===== src/sv/masked_mean_squared_distance_macros.svh =====
// Assertion helpers for the file that carries checks, the top-level module.
`ifndef MASKED_MEAN_SQUARED_DISTANCE_MACROS_SVH
`define MASKED_MEAN_SQUARED_DISTANCE_MACROS_SVH

// Consequent must hold in the same cycle as the antecedent.
`define MMSD_ASSERT_SAME(lbl, ante, cons) \
  lbl: assert property (@(posedge clk) disable iff (rst) (ante) |-> (cons)) \
    else $error("mmsd check failed");

// Consequent must hold in the cycle after the antecedent.
`define MMSD_ASSERT_NEXT(lbl, ante, cons) \
  lbl: assert property (@(posedge clk) disable iff (rst) (ante) |=> (cons)) \
    else $error("mmsd check failed");

`endif


===== src/sv/mmsd_pkg.sv =====
package mmsd_pkg;

  // Fixed field widths of the item formats.
  localparam int COORD_W = 20;
  localparam int SUM_W   = 56;
  localparam int MEAN_W  = 44;
  localparam int COUNT_W = 13;

  // One atom as it arrives.
  typedef struct packed {
    logic               active;
    logic               heavy;
    logic [COORD_W-1:0] ref_x;
    logic [COORD_W-1:0] ref_y;
    logic [COORD_W-1:0] ref_z;
    logic [COORD_W-1:0] conf_x;
    logic [COORD_W-1:0] conf_y;
    logic [COORD_W-1:0] conf_z;
    logic               last_atom;
  } atom_t;

  // One result per molecule.
  typedef struct packed {
    logic [MEAN_W-1:0]  mean_sq_distance;
    logic [COUNT_W-1:0] atoms_counted;
    logic               count_overflow;
  } result_t;

  // Classification flags that travel with each atom through the queue.
  typedef struct packed {
    logic qualify;
    logic last;
  } atom_ctl_t;

endpackage


===== src/sv/mmsd_front.sv =====
module mmsd_front import mmsd_pkg::*; #(
  parameter int COORD_BITS = 20
) (
  input  logic                clk,
  input  logic                rst,
  input  logic                atom_valid,
  output logic                atom_stall,
  input  atom_t               atom,
  input  logic                q_full,
  output logic                push,
  output atom_ctl_t           push_ctl,
  output logic [COORD_BITS:0] push_dx,
  output logic [COORD_BITS:0] push_dy,
  output logic [COORD_BITS:0] push_dz
);

  localparam int CB = COORD_BITS;

  logic                f_valid;
  atom_ctl_t           f_ctl;
  logic [CB:0]         f_dx;
  logic [CB:0]         f_dy;
  logic [CB:0]         f_dz;
  logic [CB:0]         mag_x;
  logic [CB:0]         mag_y;
  logic [CB:0]         mag_z;

  // Absolute difference of two coordinates, each read as CB-bit two's complement.
  function automatic logic [CB:0] abs_diff(logic [COORD_W-1:0] r, logic [COORD_W-1:0] c);
    logic [CB-1:0]      rv;
    logic [CB-1:0]      cv;
    logic signed [CB:0] d;
    rv = CB'(r);
    cv = CB'(c);
    d  = signed'({cv[CB-1], cv}) - signed'({rv[CB-1], rv});
    return d[CB] ? (CB+1)'(-d) : (CB+1)'(d);
  endfunction

  always_comb begin
    mag_x = abs_diff(atom.ref_x, atom.conf_x);
    mag_y = abs_diff(atom.ref_y, atom.conf_y);
    mag_z = abs_diff(atom.ref_z, atom.conf_z);
  end

  // The front register holds one item until the queue has room.
  assign atom_stall = f_valid && q_full;
  assign push       = f_valid && !q_full;

  always_ff @(posedge clk) begin
    if (rst) begin
      f_valid <= 1'b0;
    end else if (!atom_stall) begin
      f_valid <= atom_valid;
    end
  end

  always_ff @(posedge clk) begin
    if (!atom_stall && atom_valid) begin
      f_ctl.qualify <= atom.active && atom.heavy;
      f_ctl.last    <= atom.last_atom;
      f_dx          <= mag_x;
      f_dy          <= mag_y;
      f_dz          <= mag_z;
    end
  end

  assign push_ctl = f_ctl;
  assign push_dx  = f_dx;
  assign push_dy  = f_dy;
  assign push_dz  = f_dz;

endmodule


===== src/sv/mmsd_queue.sv =====
module mmsd_queue #(
  parameter int WIDTH = 65,
  parameter int DEPTH = 4
) (
  input  logic             clk,
  input  logic             rst,
  input  logic             push,
  input  logic [WIDTH-1:0] push_data,
  output logic             full,
  input  logic             pop,
  output logic [WIDTH-1:0] pop_data,
  output logic             nonempty
);

  localparam int AW = $clog2(DEPTH);
  localparam int CW = $clog2(DEPTH + 1);

  logic [WIDTH-1:0] slots [DEPTH];
  logic [AW-1:0]    wptr;
  logic [AW-1:0]    rptr;
  logic [CW-1:0]    level;

  assign full     = (level == CW'(DEPTH));
  assign nonempty = (level != '0);
  assign pop_data = slots[rptr];

  // Pointer and fill level bookkeeping.
  always_ff @(posedge clk) begin
    if (rst) begin
      wptr  <= '0;
      rptr  <= '0;
      level <= '0;
    end else begin
      if (push) begin
        wptr <= (wptr == AW'(DEPTH - 1)) ? '0 : wptr + 1'b1;
      end
      if (pop) begin
        rptr <= (rptr == AW'(DEPTH - 1)) ? '0 : rptr + 1'b1;
      end
      if (push && !pop) begin
        level <= level + 1'b1;
      end else if (pop && !push) begin
        level <= level - 1'b1;
      end
    end
  end

  always_ff @(posedge clk) begin
    if (push) begin
      slots[wptr] <= push_data;
    end
  end

endmodule


===== src/sv/mmsd_back.sv =====
module mmsd_back import mmsd_pkg::*; #(
  parameter int COORD_BITS = 20,
  parameter int MAX_ATOMS  = 4096,
  parameter int CNT_W      = 13
) (
  input  logic                clk,
  input  logic                rst,
  input  logic                q_valid,
  output logic                pop,
  input  atom_ctl_t           pop_ctl,
  input  logic [COORD_BITS:0] pop_dx,
  input  logic [COORD_BITS:0] pop_dy,
  input  logic [COORD_BITS:0] pop_dz,
  input  logic                div_ready,
  output logic                div_start,
  output logic [SUM_W-1:0]    div_sum,
  output logic [CNT_W-1:0]    div_count,
  output logic                div_ovf
);

  localparam int DW   = COORD_BITS + 1;
  localparam int SQ_W = 2 * DW;
  localparam int D2_W = SQ_W + 2;

  logic              s1_valid;
  atom_ctl_t         s1_ctl;
  logic [SQ_W-1:0]   sq_x;
  logic [SQ_W-1:0]   sq_y;
  logic [SQ_W-1:0]   sq_z;
  logic              s1_take;
  logic              s1_load;

  logic [SUM_W-1:0]  acc;
  logic [CNT_W-1:0]  cnt;
  logic              ovf;
  logic [SUM_W-1:0]  acc_next;
  logic [CNT_W-1:0]  cnt_next;
  logic              ovf_next;
  logic [D2_W-1:0]   d2;
  logic [SUM_W:0]    sum_add;

  // A last atom leaves the square stage only when the divider can take the totals.
  assign s1_take = s1_valid && (!s1_ctl.last || div_ready);
  assign s1_load = !s1_valid || s1_take;
  assign pop     = q_valid && s1_load;

  // Square stage: one multiplier per axis.
  always_ff @(posedge clk) begin
    if (rst) begin
      s1_valid <= 1'b0;
    end else if (s1_load) begin
      s1_valid <= q_valid;
    end
  end

  always_ff @(posedge clk) begin
    if (pop) begin
      s1_ctl <= pop_ctl;
      sq_x   <= pop_dx * pop_dx;
      sq_y   <= pop_dy * pop_dy;
      sq_z   <= pop_dz * pop_dz;
    end
  end

  // Saturating accumulate, with the count held at its limit once full.
  always_comb begin
    d2       = D2_W'(sq_x) + D2_W'(sq_y) + D2_W'(sq_z);
    sum_add  = {1'b0, acc} + (SUM_W+1)'(d2);
    acc_next = acc;
    cnt_next = cnt;
    ovf_next = ovf;
    if (s1_ctl.qualify) begin
      if (cnt >= CNT_W'(MAX_ATOMS)) begin
        ovf_next = 1'b1;
      end else begin
        acc_next = sum_add[SUM_W] ? '1 : sum_add[SUM_W-1:0];
        cnt_next = cnt + 1'b1;
      end
    end
  end

  always_ff @(posedge clk) begin
    if (rst) begin
      acc <= '0;
      cnt <= '0;
      ovf <= 1'b0;
    end else if (s1_take) begin
      if (s1_ctl.last) begin
        acc <= '0;
        cnt <= '0;
        ovf <= 1'b0;
      end else begin
        acc <= acc_next;
        cnt <= cnt_next;
        ovf <= ovf_next;
      end
    end
  end

  // Totals of the molecule go to the divider together with its last atom.
  assign div_start = s1_take && s1_ctl.last;
  assign div_sum   = acc_next;
  assign div_count = cnt_next;
  assign div_ovf   = ovf_next;

endmodule


===== src/sv/mmsd_div.sv =====
module mmsd_div import mmsd_pkg::*; #(
  parameter int CNT_W = 13
) (
  input  logic             clk,
  input  logic             rst,
  input  logic             start,
  input  logic [SUM_W-1:0] sum,
  input  logic [CNT_W-1:0] count,
  input  logic             ovf,
  output logic             ready,
  output logic             result_valid,
  input  logic             result_stall,
  output result_t          result
);

  localparam int STEP_W = $clog2(SUM_W + 1);

  typedef enum logic [2:0] {
    DIV_IDLE = 3'b001,
    DIV_RUN  = 3'b010,
    DIV_DONE = 3'b100
  } div_state_t;

  div_state_t        state;
  logic [SUM_W-1:0]  quo;
  logic [CNT_W-1:0]  rem;
  logic [CNT_W-1:0]  divisor;
  logic [STEP_W-1:0] steps;
  logic              ovf_hold;
  logic [CNT_W:0]    rem_sh;
  logic [CNT_W:0]    rem_diff;
  logic              fits;

  // One quotient bit per cycle, restoring form.
  always_comb begin
    rem_sh   = {rem, quo[SUM_W-1]};
    rem_diff = rem_sh - {1'b0, divisor};
    fits     = (rem_sh >= {1'b0, divisor});
  end

  always_ff @(posedge clk) begin
    if (rst) begin
      state <= DIV_IDLE;
    end else begin
      unique case (state)
        DIV_IDLE: begin
          if (start) begin
            state <= (count == '0) ? DIV_DONE : DIV_RUN;
          end
        end
        DIV_RUN: begin
          if (steps == STEP_W'(1)) begin
            state <= DIV_DONE;
          end
        end
        DIV_DONE: begin
          if (!result_stall) begin
            state <= DIV_IDLE;
          end
        end
        default: state <= DIV_IDLE;
      endcase
    end
  end

  // Datapath: the dividend shifts out as the quotient shifts in.
  always_ff @(posedge clk) begin
    if (state == DIV_IDLE && start) begin
      quo      <= (count == '0) ? '0 : sum;
      rem      <= '0;
      divisor  <= count;
      steps    <= STEP_W'(SUM_W);
      ovf_hold <= ovf;
    end else if (state == DIV_RUN) begin
      quo   <= {quo[SUM_W-2:0], fits};
      rem   <= fits ? rem_diff[CNT_W-1:0] : rem_sh[CNT_W-1:0];
      steps <= steps - 1'b1;
    end
  end

  assign ready        = (state == DIV_IDLE);
  assign result_valid = (state == DIV_DONE);

  always_comb begin
    result.mean_sq_distance = quo[MEAN_W-1:0];
    result.atoms_counted    = COUNT_W'(divisor);
    result.count_overflow   = ovf_hold;
  end

endmodule


===== src/sv/masked_mean_squared_distance.sv =====
// Channel  | Handshake                   | Payload
// ---------+-----------------------------+-----------------------
// atom     | atom_valid / atom_stall     | atom   (atom_t)
// result   | result_valid / result_stall | result (result_t)
//
// Atoms are accepted one per cycle while the queue has room; qualifying ones are summed.
// A last atom hands its totals to a bit-serial divider that, unless the count is zero,
// shifts through all SUM_W (56) dividend bits; it then holds its result, and a further
// last atom waits until that result is taken. A four-entry queue between front and back
// keeps atoms flowing meanwhile. Reset (rst, synchronous) clears the valid flags, queue,
// totals and divider.
`include "masked_mean_squared_distance_macros.svh"

module masked_mean_squared_distance import mmsd_pkg::*; #(
  parameter int MAX_ATOMS  = 4096,
  parameter int COORD_BITS = 20
) (
  input  logic    clk,
  input  logic    rst,
  input  logic    atom_valid,
  output logic    atom_stall,
  input  atom_t   atom,
  output logic    result_valid,
  input  logic    result_stall,
  output result_t result
);

  localparam int CNT_W   = $clog2(MAX_ATOMS + 1);
  localparam int DW      = COORD_BITS + 1;
  localparam int Q_WIDTH = 2 + 3 * DW;
  localparam int Q_DEPTH = 4;

  logic               push;
  atom_ctl_t          push_ctl;
  logic [DW-1:0]      push_dx;
  logic [DW-1:0]      push_dy;
  logic [DW-1:0]      push_dz;
  logic               q_full;
  logic               q_valid;
  logic               pop;
  logic [Q_WIDTH-1:0] q_in;
  logic [Q_WIDTH-1:0] q_out;
  atom_ctl_t          pop_ctl;
  logic [DW-1:0]      pop_dx;
  logic [DW-1:0]      pop_dy;
  logic [DW-1:0]      pop_dz;
  logic               div_ready;
  logic               div_start;
  logic [SUM_W-1:0]   div_sum;
  logic [CNT_W-1:0]   div_count;
  logic               div_ovf;

  // Front: takes atoms, flags the qualifying ones, forms absolute differences.
  mmsd_front #(
    .COORD_BITS(COORD_BITS)
  ) u_front (
    .clk       (clk),
    .rst       (rst),
    .atom_valid(atom_valid),
    .atom_stall(atom_stall),
    .atom      (atom),
    .q_full    (q_full),
    .push      (push),
    .push_ctl  (push_ctl),
    .push_dx   (push_dx),
    .push_dy   (push_dy),
    .push_dz   (push_dz)
  );

  assign q_in = {push_ctl, push_dx, push_dy, push_dz};

  mmsd_queue #(
    .WIDTH(Q_WIDTH),
    .DEPTH(Q_DEPTH)
  ) u_queue (
    .clk      (clk),
    .rst      (rst),
    .push     (push),
    .push_data(q_in),
    .full     (q_full),
    .pop      (pop),
    .pop_data (q_out),
    .nonempty (q_valid)
  );

  assign {pop_ctl, pop_dx, pop_dy, pop_dz} = q_out;

  // Back: squares and accumulates, then passes each molecule's totals on.
  mmsd_back #(
    .COORD_BITS(COORD_BITS),
    .MAX_ATOMS (MAX_ATOMS),
    .CNT_W     (CNT_W)
  ) u_back (
    .clk      (clk),
    .rst      (rst),
    .q_valid  (q_valid),
    .pop      (pop),
    .pop_ctl  (pop_ctl),
    .pop_dx   (pop_dx),
    .pop_dy   (pop_dy),
    .pop_dz   (pop_dz),
    .div_ready(div_ready),
    .div_start(div_start),
    .div_sum  (div_sum),
    .div_count(div_count),
    .div_ovf  (div_ovf)
  );

  mmsd_div #(
    .CNT_W(CNT_W)
  ) u_div (
    .clk         (clk),
    .rst         (rst),
    .start       (div_start),
    .sum         (div_sum),
    .count       (div_count),
    .ovf         (div_ovf),
    .ready       (div_ready),
    .result_valid(result_valid),
    .result_stall(result_stall),
    .result      (result)
  );

  // The front only holds off new atoms because the queue is full.
  `MMSD_ASSERT_SAME(a_stall_means_full, atom_stall, q_full)
  // A molecule handed to the divider keeps it busy in the next cycle.
  `MMSD_ASSERT_NEXT(a_div_busy_after_start, div_start, !div_ready)
  // A taken result is never shown twice.
  `MMSD_ASSERT_NEXT(a_result_once, result_valid && !result_stall, !result_valid)

endmodule


===== config.mk =====
export PLATFORM = sky130hd
export DESIGN_NAME = masked_mean_squared_distance
export DESIGN_NICKNAME = d
export VERILOG_FILES = /design/src/sv/mmsd_pkg.sv /design/src/sv/mmsd_front.sv /design/src/sv/mmsd_queue.sv /design/src/sv/mmsd_back.sv /design/src/sv/mmsd_div.sv /design/src/sv/masked_mean_squared_distance.sv
export VERILOG_INCLUDE_DIRS = /design/src /design/src/sv
export SDC_FILE = /design/constraint.sdc
export NUM_CORES = 2
export LEC_CHECK = 0
export BUFFER_PORTS_ARGS = -buffer_cell sky130_fd_sc_hd__buf_2
export CAP_MARGIN = 20
export CORE_ASPECT_RATIO = 0.8
export CORE_MARGIN = 1.5
export CORE_UTILIZATION = 60
export DETAILED_ROUTE_END_ITERATION = 7
export PLACE_DENSITY = 0.85
export SLEW_MARGIN = 20
export SYNTH_ARGS = -nofsm -noshare
export SYNTH_HDL_FRONTEND = slang
export SYNTH_SLANG_ARGS = --single-unit

===== constraint.sdc =====
create_clock -name clk -period 10.1 [get_ports clk]
set_input_delay 0.505 -clock clk [delete_from_list [all_inputs] [get_ports clk]]
set_output_delay 0.505 -clock clk [all_outputs]
set_load 0.1 [all_outputs]

==> Yosys cells after proc, flatten, opt, wreduce, memory -nomap -nowiden <==
Memory sizes are Yosys's and may differ from the RTL's. A register that Yosys moved wholly into a read port is not among the register bits.
Cells that the tools add are included.
Widths: inputs -> output; s select.
{ "op_classes": {"shift": 0, "order_cmp": 2, "add_sub_neg": 16, "multipliers": 3, "div": 0, "n_mux": 30, "n_bitwise": 0, "eq_ne": 10, "reduce_logical": 23} }
{ "op_table": {"columns": ["cell", "count"], "rows": [
  ["$mux 56", 7],
  ["$mul 21x21->42", 3],
  ["$neg 21->21", 3],
  ["$sub 20x20->21", 3],
  ["$mux 20", 3],
  ["$add 56x44->57", 1],
  ["$mux 13", 4],
  ["$add 44x42->44", 1],
  ["$add 42x42->43", 1],
  ["$mux 3", 6],
  ["$ge 14x13->1", 1],
  ["$add 13x1->13 const B", 1],
  ["$ge 13x13->1 const B", 1],
  ["$logic_not 13->1", 1],
  ["$sub 13x13->13", 1],
  ["$logic_and 1x1->1", 10],
  ["$pmux 3 s3", 1],
  ["$mux 2", 4],
  ["$eq 3x3->1 const B", 2],
  ["$eq 6x1->1 const B", 1],
  ["$logic_not 1->1", 6],
  ["$sub 6x1->6 const B", 1],
  ["$mux 1", 5],
  ["$add 2x1->2 const B", 2],
  ["11 further kinds", 15]
]} }
{ "word_totals": {"regBits": 364, "romBits": 0, "elab_cells": 112, "output_inout_bits": 60, "input_bits": 127, "ramBits": 260, "latch_bits": 0, "memories": 1} }
{ "mem_list": {"columns": ["memory", "depth", "word_bits", "read_ports", "rd_clocked_by_memory_dff", "wr", "line_no", "source"], "rows": [
  ["u_queue.slots", 4, 65, 1, 1, 1, "mmsd_queue.sv:18", "logic [WIDTH-1:0] slots [DEPTH];"]
]} }

==> Longest topological paths before layout <==
{ "logic_depth": {"word_depth": 8, "mapped_depth": 36} }

==> Modules after synthesis <==
A second synthesis with hierarchy kept.
{ "unflattened": {"hier_cells": 6799, "hier_area_um2": 69895.8} }
{ "by_module_without_submodules": {"columns": ["mod", "n_inst", "area_each_um2", "seq_area_each_um2", "cells_each"], "rows": [
  ["mmsd_back", 1, 48680.4, 5175.0, 5173],
  ["mmsd_queue", 1, 9865.7, 7987.7, 383],
  ["mmsd_front", 1, 6273.5, 1971.9, 708],
  ["mmsd_div", 1, 5076.1, 2542.4, 535]
]} }

==> Worst setup path after synthesis <==
Ideal clock, no wire load.
{ "synth_path": {"kind": "register -> register", "start": "reg u_back.s1_ctl[0] (netlist bit)", "end": "reg u_queue.level[2]", "synth_period_minus_slack_ns": 8.773, "stages_incl_launch_ff": 11, "setup_ns": 0.070, "required_ns": 10.030, "slack_ns": 1.327, "n_path_buf": 1, "arrival_time_ns": 8.703, "path_cell_list": "edfxtp_1 -> clkbuf_1 -> o31a_1 -> a21oi_1 -> inv_1 -> ha_1 -> inv_1 -> fa_1 -> xor2_1 -> or3_1 -> a21oi_1"} }
{ "synth_between": {"elab_chain_cells": 8, "word_cells_on_any_way": 10, "cone_classes": "mux (1); reduce/logical (9)"} }
{ "synth_rtl": {"columns": ["element", "line_no", "source"], "rows": [
  ["from (decl)", "mmsd_back.sv:26", "atom_ctl_t s1_ctl;"],
  ["from (signal assigned)", "mmsd_back.sv:58", "s1_ctl <= pop_ctl;"],
  ["$logic_not 1->1 *", "mmsd_back.sv:43", "assign s1_take = s1_valid && (!s1_ctl.last || div_ready);"],
  ["$logic_or 1x1->1 *", "mmsd_back.sv:43", null],
  ["$logic_and 1x1->1 *", "mmsd_back.sv:43", null],
  ["$logic_or 1x1->1 *", "mmsd_back.sv:44", "assign s1_load = !s1_valid || s1_take;"],
  ["$logic_and 1x1->1 *", "mmsd_back.sv:45", "assign pop = q_valid && s1_load;"],
  ["via pop", "masked_mean_squared_distance.sv:40", "logic pop;"],
  ["$logic_not 1->1", "mmsd_queue.sv:40", "if (push && !pop) begin"],
  ["$logic_and 1x1->1", "mmsd_queue.sv:40", null],
  ["$mux 3 or $reduce_bool 2->1 (tied branches)", null, null],
  ["to (signal assigned)", "mmsd_queue.sv:41", "level <= level + 1'b1;"],
  ["to (signal assigned)", "mmsd_queue.sv:43", "level <= level - 1'b1;"],
  ["to (decl)", "mmsd_queue.sv:21", "logic [CW-1:0] level;"]
]} }
Mark *: on every way through the listed nets, which the timed path passes. The rest lies on a longest branch.
A chain may end at the register's enable or synchronous reset.

==> impl_metrics.env <==
export IMPL_status="completed"
export IMPL_grt_pass1_wl_microns=290000
export IMPL_synth_distinct_cells=101
export IMPL_netlist_area_sq_um=70900
export IMPL_max_freq_mhz=104
export IMPL_area_growth_syn_to_layout_pct=6.09
export IMPL_yosys_area_top_type="fa_1"
export IMPL_critical_path_top_delay_family="adder cells"
export IMPL_ctsHtreeMaxLevel=2
export IMPL_hold_depth=1
export IMPL_required_ns=10.54
export IMPL_synth_area_leaders="fa_1 26%, edfxtp_1 22%, ha_1 12%, inv_1 7.1%, nand2_1 3.3%"
export IMPL_core_area_sq_um=117000
export IMPL_yosysSeqAreaShare_pct=24.9
export IMPL_rows=112
export IMPL_utilization_pct=64.4
export IMPL_cts_setup_buffers=0
export IMPL_setup_viol_count_final=0
export IMPL_vias=52472
export IMPL_nNetsFinal=9019
export IMPL_min_period_ns=9.60
export IMPL_ys_dominant_reg_cell="edfxtp_1"
export IMPL_crit_path_top_delay_cell="dfxtp_4"
export IMPL_dp_final_hpwl_microns=146000
export IMPL_finalHoldViolations=0
export IMPL_syn_inst=7229
export IMPL_worst_slew_pin_slew_ns=1.11
export IMPL_crit_top_cell="fa_1"
export IMPL_grt_ovfl_total=0
export IMPL_cp_num_cells=26
export IMPL_diodes=0
export IMPL_crit_buf_inv=4
export IMPL_start_util_pct=60.7
export IMPL_die_w_microns=387
export IMPL_numClockSinks=623
export IMPL_arrival_ns=10.03
export IMPL_maxCapViolCount=0
export IMPL_critical_path_max_fanout=33
export IMPL_maxSlewViolCount=0
export IMPL_cp_slowest_stage_delay_ns=0.71
export IMPL_portBuffers=186
export IMPL_crit_path_end_kind="flop"
export IMPL_drtIter0Drc=4958
export IMPL_place_congestion=0.981
export IMPL_min_path_type="in2reg"
export IMPL_clkLatencyLatePin_ns=0.68
export IMPL_period_share_pct=95.0
export IMPL_dr_pass1_iters=6
export IMPL_slew_headroom_pct=24.7
export IMPL_drc=0
export IMPL_grt_max_degree=81
export IMPL_wl_microns=183000
export IMPL_syn_area_per_cell_sq_um=9.81
export IMPL_grt_antenna_before_repair=3
export IMPL_cts_repair_resized=0
export IMPL_finalClockSkew_ns=0.0382
export IMPL_hold_buffers=0
export IMPL_yosysWarnings=0
export IMPL_crit_type="reg2reg"
export IMPL_drt_vias_per_instance=5.90
export IMPL_synth_net_count=8950
export IMPL_rsz0062_at_grt="no"
export IMPL_ant_nets=0
export IMPL_fin_setup_tns_ns=0
export IMPL_synth_seq_cells=623
export IMPL_die_h_microns=311
export IMPL_synth_edf_count=520
export IMPL_rr_worst_depth=26
export IMPL_drive_above_1_share_pct=6.86
export IMPL_grtUsageTotal_pct=30.6
export IMPL_cp_start_kind="flop"
export IMPL_cts_tree="done"
export IMPL_design_die_area_sq_um=120000
export IMPL_ios=187
export IMPL_wire_per_inst_microns=20.6
export IMPL_cts_buffer_depth=3
export IMPL_first_global_vias=54652
export IMPL_cts_inserted_buffers=59
export IMPL_synthArstFlopShare_pct=0
export IMPL_clk_pin_slew_ns=0.06
export IMPL_root_buffer="clkbuf_16"
export IMPL_synth_top_area_share_pct=26.4
[cell usage after synthesis (45+ instances only)]
cell / instances
inv_1: 1346
fa_1: 934
ha_1: 660
nand2_1: 629
nor2_1: 590
edfxtp_1: 520
a21oi_1: 290
o21ai_0: 242
xnor2_1: 233
clkbuf_1: 191
a21o_1: 175
xor2_1: 131
dfxtp_1: 103
mux2i_1: 84
nor3_1: 80
o21a_1: 76
mux2_2: 66
nand3_1: 64
a31oi_1: 56
and3_1: 45
buf_4: 45
[worst register-to-register path, stage by stage, from the launching register on]
cell,delay (ns)
dfxtp_4,0.71
buf_4,0.43
mux2i_1,0.13
nand2_1,0.07
o21a_1,0.68
clkinv_1,0.69
nor2_1,0.50
fa_1,0.51
fa_1,0.48
fa_1,0.49
inv_1,0.05
fa_1,0.49
inv_1,0.05
fa_1,0.54
fa_1,0.43
fa_1,0.45
ha_1,0.40
a21o_1,0.22
a21oi_1,0.16
nor2b_1,0.07
a311oi_1,0.44
a211oi_1,0.21
or3_1,0.38
a21oi_1,0.28
o21bai_1,0.11
a21oi_1,0.18
xnor2_1,0.23
[logic make-up (layout without fill, tap and decap cells)]
logic type               Yosys count  in the layout  share of synthesized area (%)
AO/OA/AOI/OAI                   1188           1188                           10.9
XOR/XNOR                         364            364                           4.49
adder cells (fa/ha/maj)         1594           1594                           38.0
buffers and inverters           1629           1749                           8.93
flip-flops                       623            623                           24.9
multiplexers                     152            152                           2.30
AND/OR/NAND/NOR                 1679           1679                           10.4
[routing by layer]
| layer | wire [microns] | share of wire [%] | GRT usage [%] |
|---|---|---|---|
| met1 | 75600 | 41 | 42.7 |
| met2 | 81600 | 45 | 48.2 |
| met3 | 18900 | 10 | 5.96 |
| met4 | 6560 | 3.6 | 10.1 |
| met5 | 9 | 0.0049 | 0 |
[cells in the final DEF (no fill, tap or decap), drive strengths merged, types with 64 or more instances in the layout]
master  netlist  layout
mux2         66      66
dfxtp       103     103
a21o        177     177
mux2i        84      84
fa          934     934
xnor2       233     233
ha          660     660
o21ai       252     252
nand2       630     630
edfxtp      520     520
nor2        591     591
o21a         76      76
nor3         80      80
buf          76     275
xor2        131     131
nand3        64      64
inv        1350    1354
clkbuf      191      72
a21oi       291     291
[metrics by stage]
step	cells	setup WS (ns)	hold slack [ns]	cell area, sq um
after global placement	8776	0.908	0.442	73300
after detailed placement	8776	0.794	0.463	73300
final	8888	0.502	0.0340	75300
after global routing	8888	0.316	0.0362	75300
after floorplan	7229	1.33	0.426	70900
after CTS	8888	0.757	0.0176	75300
[flip-flops by register name, indices dropped and copies added (netlist names), named ones only]
signal,count
u_queue.slots,260
u_back.acc,56
u_div.quo,56
u_back.sq_x,41
u_back.sq_y,41
u_back.sq_z,41
u_front.push_dx,21
u_front.push_dy,21
u_front.push_dz,21
u_back.cnt,13
u_div.divisor,13
u_div.rem,13
u_div.steps,6
u_div.state,3
u_queue.level,3
u_back.s1_ctl,2
u_front.push_ctl,2
u_queue.rptr,2
u_queue.wptr,2
u_back.ovf,1
u_back.s1_valid,1
u_div.ovf_hold,1
u_front.f_valid,1
[path summary, 6_finish.rpt]
path	start	end	slack (ns)
max	flop	u_back.sq_y[32]	0.50
min	atom[0]	u_front.push_ctl[0]	0.03
max reg2reg	flop	u_back.sq_y[32]	0.50
min reg2reg	u_back.ovf	u_back.ovf	0.48
[layout make-up]
| type | instances | area, sq um |
|---|---|---|
| Clock buffer | 72 | 1560 |
| Clock inverter | 40 | 384 |
| Fill cell | 9021 | 41600 |
| Inverter | 1362 | 5110 |
| Multi-Input combinational cell | 4977 | 47000 |
| Sequential cell | 623 | 17700 |
| Tap cell | 1539 | 1930 |
| Timing Repair Buffer | 275 | 1620 |
Power is not shown: default switching activity piles up to over one toggle a cycle in this logic, so the estimate is an artifact.
